<file path="config.mk">
export PLATFORM = sky130hd
export DESIGN_NAME = bsi_cell
export DESIGN_NICKNAME = d
export VERILOG_FILES = /design/src/rtl/bounded_stack_with_increment_core_macros.svh /design/src/rtl/bsi_pkg.sv /design/src/rtl/bsi_cell.sv
export SDC_FILE = /design/constraint.sdc
export NUM_CORES = 1
export LEC_CHECK = 0
export BUFFER_PORTS_ARGS = -buffer_cell sky130_fd_sc_hd__buf_2
export CAP_MARGIN = 20
export CORE_ASPECT_RATIO = 1.75
export CORE_UTILIZATION = 50
export CTS_CLUSTER_DIAMETER = 120
export DETAILED_ROUTE_END_ITERATION = 10
export GPL_TIMING_DRIVEN = 1
export PLACE_DENSITY = 0.85
export SYNTH_ARGS = -nofsm -noshare
export SYNTH_HDL_FRONTEND = slang
export SYNTH_SLANG_ARGS = --single-unit
</file>
<file path="constraint.sdc">
create_clock -name clk -period 4.5 [get_ports clk]
set_input_delay 0.225 -clock clk [delete_from_list [all_inputs] [get_ports clk]]
set_output_delay 0.225 -clock clk [all_outputs]
set_load 0.05 [all_outputs]
</file>
<file path="src/rtl/bounded_stack_with_increment_core_macros.svh">
// Assertion macros for the bounded stack with increment.
// Included by the RTL files that carry concurrent checks; clock clk, reset rst_n.
`ifndef BOUNDED_STACK_WITH_INCREMENT_CORE_MACROS_SVH
`define BOUNDED_STACK_WITH_INCREMENT_CORE_MACROS_SVH

// Same-cycle implication, held off while in reset.
`define BSI_ASSERT_NOW(lbl, ante, cons, msg) \
  lbl: assert property (@(posedge clk) disable iff (!rst_n) (ante) |-> (cons)) \
    else $error(msg);

// Next-cycle implication, held off while in reset.
`define BSI_ASSERT_NEXT(lbl, ante, cons, msg) \
  lbl: assert property (@(posedge clk) disable iff (!rst_n) (ante) |=> (cons)) \
    else $error(msg);

`endif

</file>
<file path="src/rtl/bsi_pkg.sv">
// Package for the bounded stack with increment: sizes, opcodes, word types.
// No dependencies; used by bsi_cell and bounded_stack_with_increment_core.
`timescale 1ns / 1ps

package bsi_pkg;

  localparam int STACK_DEPTH = 64;
  localparam int IDX_W       = (STACK_DEPTH > 1) ? $clog2(STACK_DEPTH) : 1;
  localparam int COUNT_W     = $clog2(STACK_DEPTH + 1);
  localparam int DATA_W      = 32;
  localparam int CAP_W       = 11;
  localparam int FILL_W      = 11;
  localparam int CMP_W       = CAP_W + 1;

  localparam logic [CAP_W-1:0]  CAP_RESET = CAP_W'(64);
  localparam logic [DATA_W-1:0] EMPTY_POP = '1;   // -1 on pop of an empty stack

  typedef enum logic [1:0] {
    OP_PUSH = 2'd0,
    OP_POP  = 2'd1,
    OP_INC  = 2'd2,
    OP_NOP  = 2'd3
  } opcode_t;

  typedef struct packed {
    opcode_t            opcode;
    logic signed [31:0] operand_value;
    logic [10:0]        bottom_count;
  } in_word_t;

  typedef struct packed {
    logic signed [31:0] popped_value;
    logic               was_empty;
    logic               push_dropped;
    logic [10:0]        fill_level;
  } out_word_t;

  // Broadcast to every cell in the chain
  typedef struct packed {
    logic               push;
    logic               pop;
    logic               inc;
    logic [DATA_W-1:0]  operand;
    logic [CAP_W-1:0]   bottom_count;
    logic [COUNT_W-1:0] fill;
  } cell_ctrl_t;

endpackage

</file>
<file path="src/rtl/bsi_cell.sv">
// One stack cell: holds one entry, shifts with its neighbours, adds on increment.
// Depends on bsi_pkg.
`timescale 1ns / 1ps

module bsi_cell (
  input  logic                            clk,
  input  bsi_pkg::cell_ctrl_t             ctrl,
  input  logic [bsi_pkg::IDX_W-1:0]       idx,
  input  logic [bsi_pkg::DATA_W-1:0]      left_data,
  input  logic [bsi_pkg::DATA_W-1:0]      right_data,
  output logic [bsi_pkg::DATA_W-1:0]      data_out
);

  logic [bsi_pkg::DATA_W-1:0] data_r;
  logic [bsi_pkg::DATA_W-1:0] data_nxt;
  logic [bsi_pkg::CMP_W-1:0]  reach;
  logic                       held;
  logic                       sel;

  // Cell 0 is the top; entry position from the bottom is fill-1-idx.
  assign held  = bsi_pkg::CMP_W'(idx) < bsi_pkg::CMP_W'(ctrl.fill);
  assign reach = bsi_pkg::CMP_W'(idx) + bsi_pkg::CMP_W'(ctrl.bottom_count);
  assign sel   = held && (reach >= bsi_pkg::CMP_W'(ctrl.fill));

  always_comb begin
    data_nxt = data_r;
    if (ctrl.push) begin
      data_nxt = left_data;
    end else if (ctrl.pop) begin
      data_nxt = right_data;
    end else if (ctrl.inc && sel) begin
      data_nxt = data_r + ctrl.operand;
    end
  end

  always_ff @(posedge clk) begin
    data_r <= data_nxt;
  end

  assign data_out = data_r;

endmodule

</file>
==> flow_summary.ini <==
[status]
status = finished clean

[sta]
finClkSkew_ns = 0.00626
fin_ws_ns = 1.06
fin_crit_ns = 3.44
max_freq_ghz = 0.290
drv_slew = 0
holdWs_ns = 0.215
finalHoldViolations = 0
fin_crit_sh = 0.765
rsz0062_at_grt = no
setup_viol = 0
setup_tns_ns = 0
tightest_slew_ns = 0.947
slew_headroom = 0.369

[die]
die_h_um = 117
dieArea_mm2 = 0.00789
top_level_ports = 156
start_util = 0.520
placementRows = 41
core_region_area_mm2 = 0.00723
die_w_um = 67.6

[clocking]
cts.sinks = 32
insertion_delay_ns = 0.28
clkTransAtPathRegs_ns = 0.06
cts_tree = done
hold_buffers = 0
post_cts_buffers = 0
cts_buffers = 5
ctsLongestPathBuffers = 2
cts-root-buf = clkbuf_16
cts_resized = 0
htreeDepth = 2

[setup_path]
required_ns = 4.46
crit_path_end_kind = flip-flop
cp-start-kind = input port
path_class = input port to flip-flop
r2r_cells = 11
path_max_fanout = 18
worst_ep_arrival_time_ns = 3.40

[place]
place_congestion = 0.890
dp_hpwl_um = 8510
dp_slack_ns = 0.724
portBuffers = 155

[global_routing]
grt_pass1_wl_um = 17000
grt_max_degree = 49
grt_usage = 0.284
grt_pass1_vias = 4000
globalRoute.totalOverflow = 0
antenna_found_initial = 0

[detailed_routing]
routed_wl_um = 10800
drt-wirelength-per-cell_um = 16.2
dr.pass1.iters = 7
ant_nets = 0
drt_iter0_drc = 224
drc = 0
via_per_inst = 5.93
vias = 3943

[synth]
ys.flop_type = edfxtp_1
yosysTopAreaCellShare = 0.255
netlist_top_cells_area = edfxtp_1 26%, ha_1 16%, a21oi_1 5.5%
synthCells = 428
synth_seq_cells = 32
synth_warnings = 0
ys_seq_area_frac = 0.255
avgSynthCellArea_um2 = 8.80
async_flop_share = 0
synthesis.nets = 603
synth_area_leader_cell = edfxtp_1
ys_types = 63
synth-edff-count = 32
synthesis.area_mm2 = 0.00376

[pwr]
ir_drop_uv = 243
p_per_area_mw_per_mm2 = 349
leakagePower_nw = 2.25

[finish]
finish.utilization = 0.654
largest_reg_flops = 32
fin_nets = 753
areaGrowthSynthToFinish_pct = 25.6
diodes = 0
drive_gt1_frac = 0.325
regArea_um2 = 961
multiInputGateArea_mm2 = 0.00266
nFillCells = 627

[hold_path]
hp-class = input port to flip-flop
min_path_cells = 2

[job]
drv_cap = 0
-- cell type report --
class                           instances  area share
Inverter                               20      0.0159
Clock inverter                          2     0.00238
Sequential cell                        32       0.203
Clock buffer                            6      0.0272
Timing Repair Buffer                  156       0.166
Multi-Input combinational cell        363       0.563
Tap cell                               86      0.0228
-- routing by layer --
metal	vias up	wire [um]	GRT usage
met2	169	5890	0.535
met1	1816	3980	0.294
met3	30	536	0.0359
met5	-	0	0
li1	1928	-	-
met4	0	365	0.145
-- where the power goes --
group	switching, mW	internal, mW
clock	0.133	0.203
sequential	0.0277	0.390
combinational	0.560	0.337
-- cell usage in the layout (no fill, tap or decap), types with 4 or more instances in the layout --
| cell | netlist | routed |
|---|---|---|
| a211oi_1 | 6 | 6 |
| a21o_1 | 21 | 21 |
| a21oi_1 | 41 | 41 |
| a22oi_1 | 5 | 5 |
| buf_2 | 1 | 155 |
| clkbuf_16 | 0 | 5 |
| edfxtp_1 | 32 | 32 |
| ha_1 | 49 | 49 |
| inv_1 | 19 | 19 |
| mux2_2 | 6 | 6 |
| mux2i_1 | 4 | 4 |
| nand2_1 | 35 | 35 |
| nand2b_1 | 6 | 6 |
| nand3_1 | 5 | 5 |
| nand4_1 | 4 | 4 |
| nor2_1 | 22 | 22 |
| nor3b_1 | 4 | 4 |
| nor4_1 | 4 | 4 |
| o211ai_1 | 8 | 8 |
| o21a_1 | 9 | 9 |
| o21ai_0 | 35 | 35 |
| o21bai_1 | 7 | 7 |
| o22ai_1 | 8 | 8 |
| xnor2_1 | 14 | 14 |
| xor2_1 | 13 | 13 |
-- cell usage after synthesis (4+ instances only) --
cell type  count
inv_1         19
xor2_1        13
nor4_1         4
nand3_1        5
edfxtp_1      32
nand2b_1       6
a22oi_1        5
a21oi_1       41
ha_1          49
nand4_1        4
mux2_2         6
o211ai_1       8
mux2i_1        4
clkbuf_1       6
nor3b_1        4
a21o_1        21
o21ai_0       35
o21a_1         9
nor2_1        22
xnor2_1       14
o22ai_1        8
nand2_1       35
o21bai_1       7
a211oi_1       6
-- through the flow --
step / cell area (um^2) / std cells / total power [mW]
after CTS: 4730 / 665 / 1.66
after floorplan: 3760 / 428 / 1.09
final: 4730 / 665 / 1.65
after detailed placement: 4590 / 657 / 1.31
after global routing: 4730 / 665 / 1.76
after global placement: 4590 / 657 / 1.29
-- final timing paths --
kind                 from           end  slack, ns
min reg2reg   data_out[0]   data_out[0]       0.79
min          left_data[3]   data_out[3]       0.22
max               ctrl[7]  data_out[29]       1.06
max reg2reg   data_out[0]  data_out[30]       1.40
-- critical path: stages --
cell	delay, ns
buf_2	0.10
ha_1	0.22
fa_1	0.41
a21o_1	0.17
a21oi_1	0.25
o21ai_0	0.12
a21oi_1	0.21
xnor2_1	0.09
ha_1	0.27
o21ai_0	0.10
a32oi_2	0.79
buf_4	0.42
-- kinds of logic (layout without fill, tap and decap cells) --
logic type | after synthesis | count (layout) | share of synthesized area
XOR/XNOR | 27 | 27 | 0.0628
AND/OR/NAND/NOR | 107 | 107 | 0.149
adder cells (fa/ha/maj) | 51 | 51 | 0.173
multiplexers | 10 | 10 | 0.0286
buffers and inverters | 33 | 184 | 0.0395
AO/OA/AOI/OAI | 168 | 168 | 0.291
flip-flops | 32 | 32 | 0.255
Power figures use the tool's default switching activity.
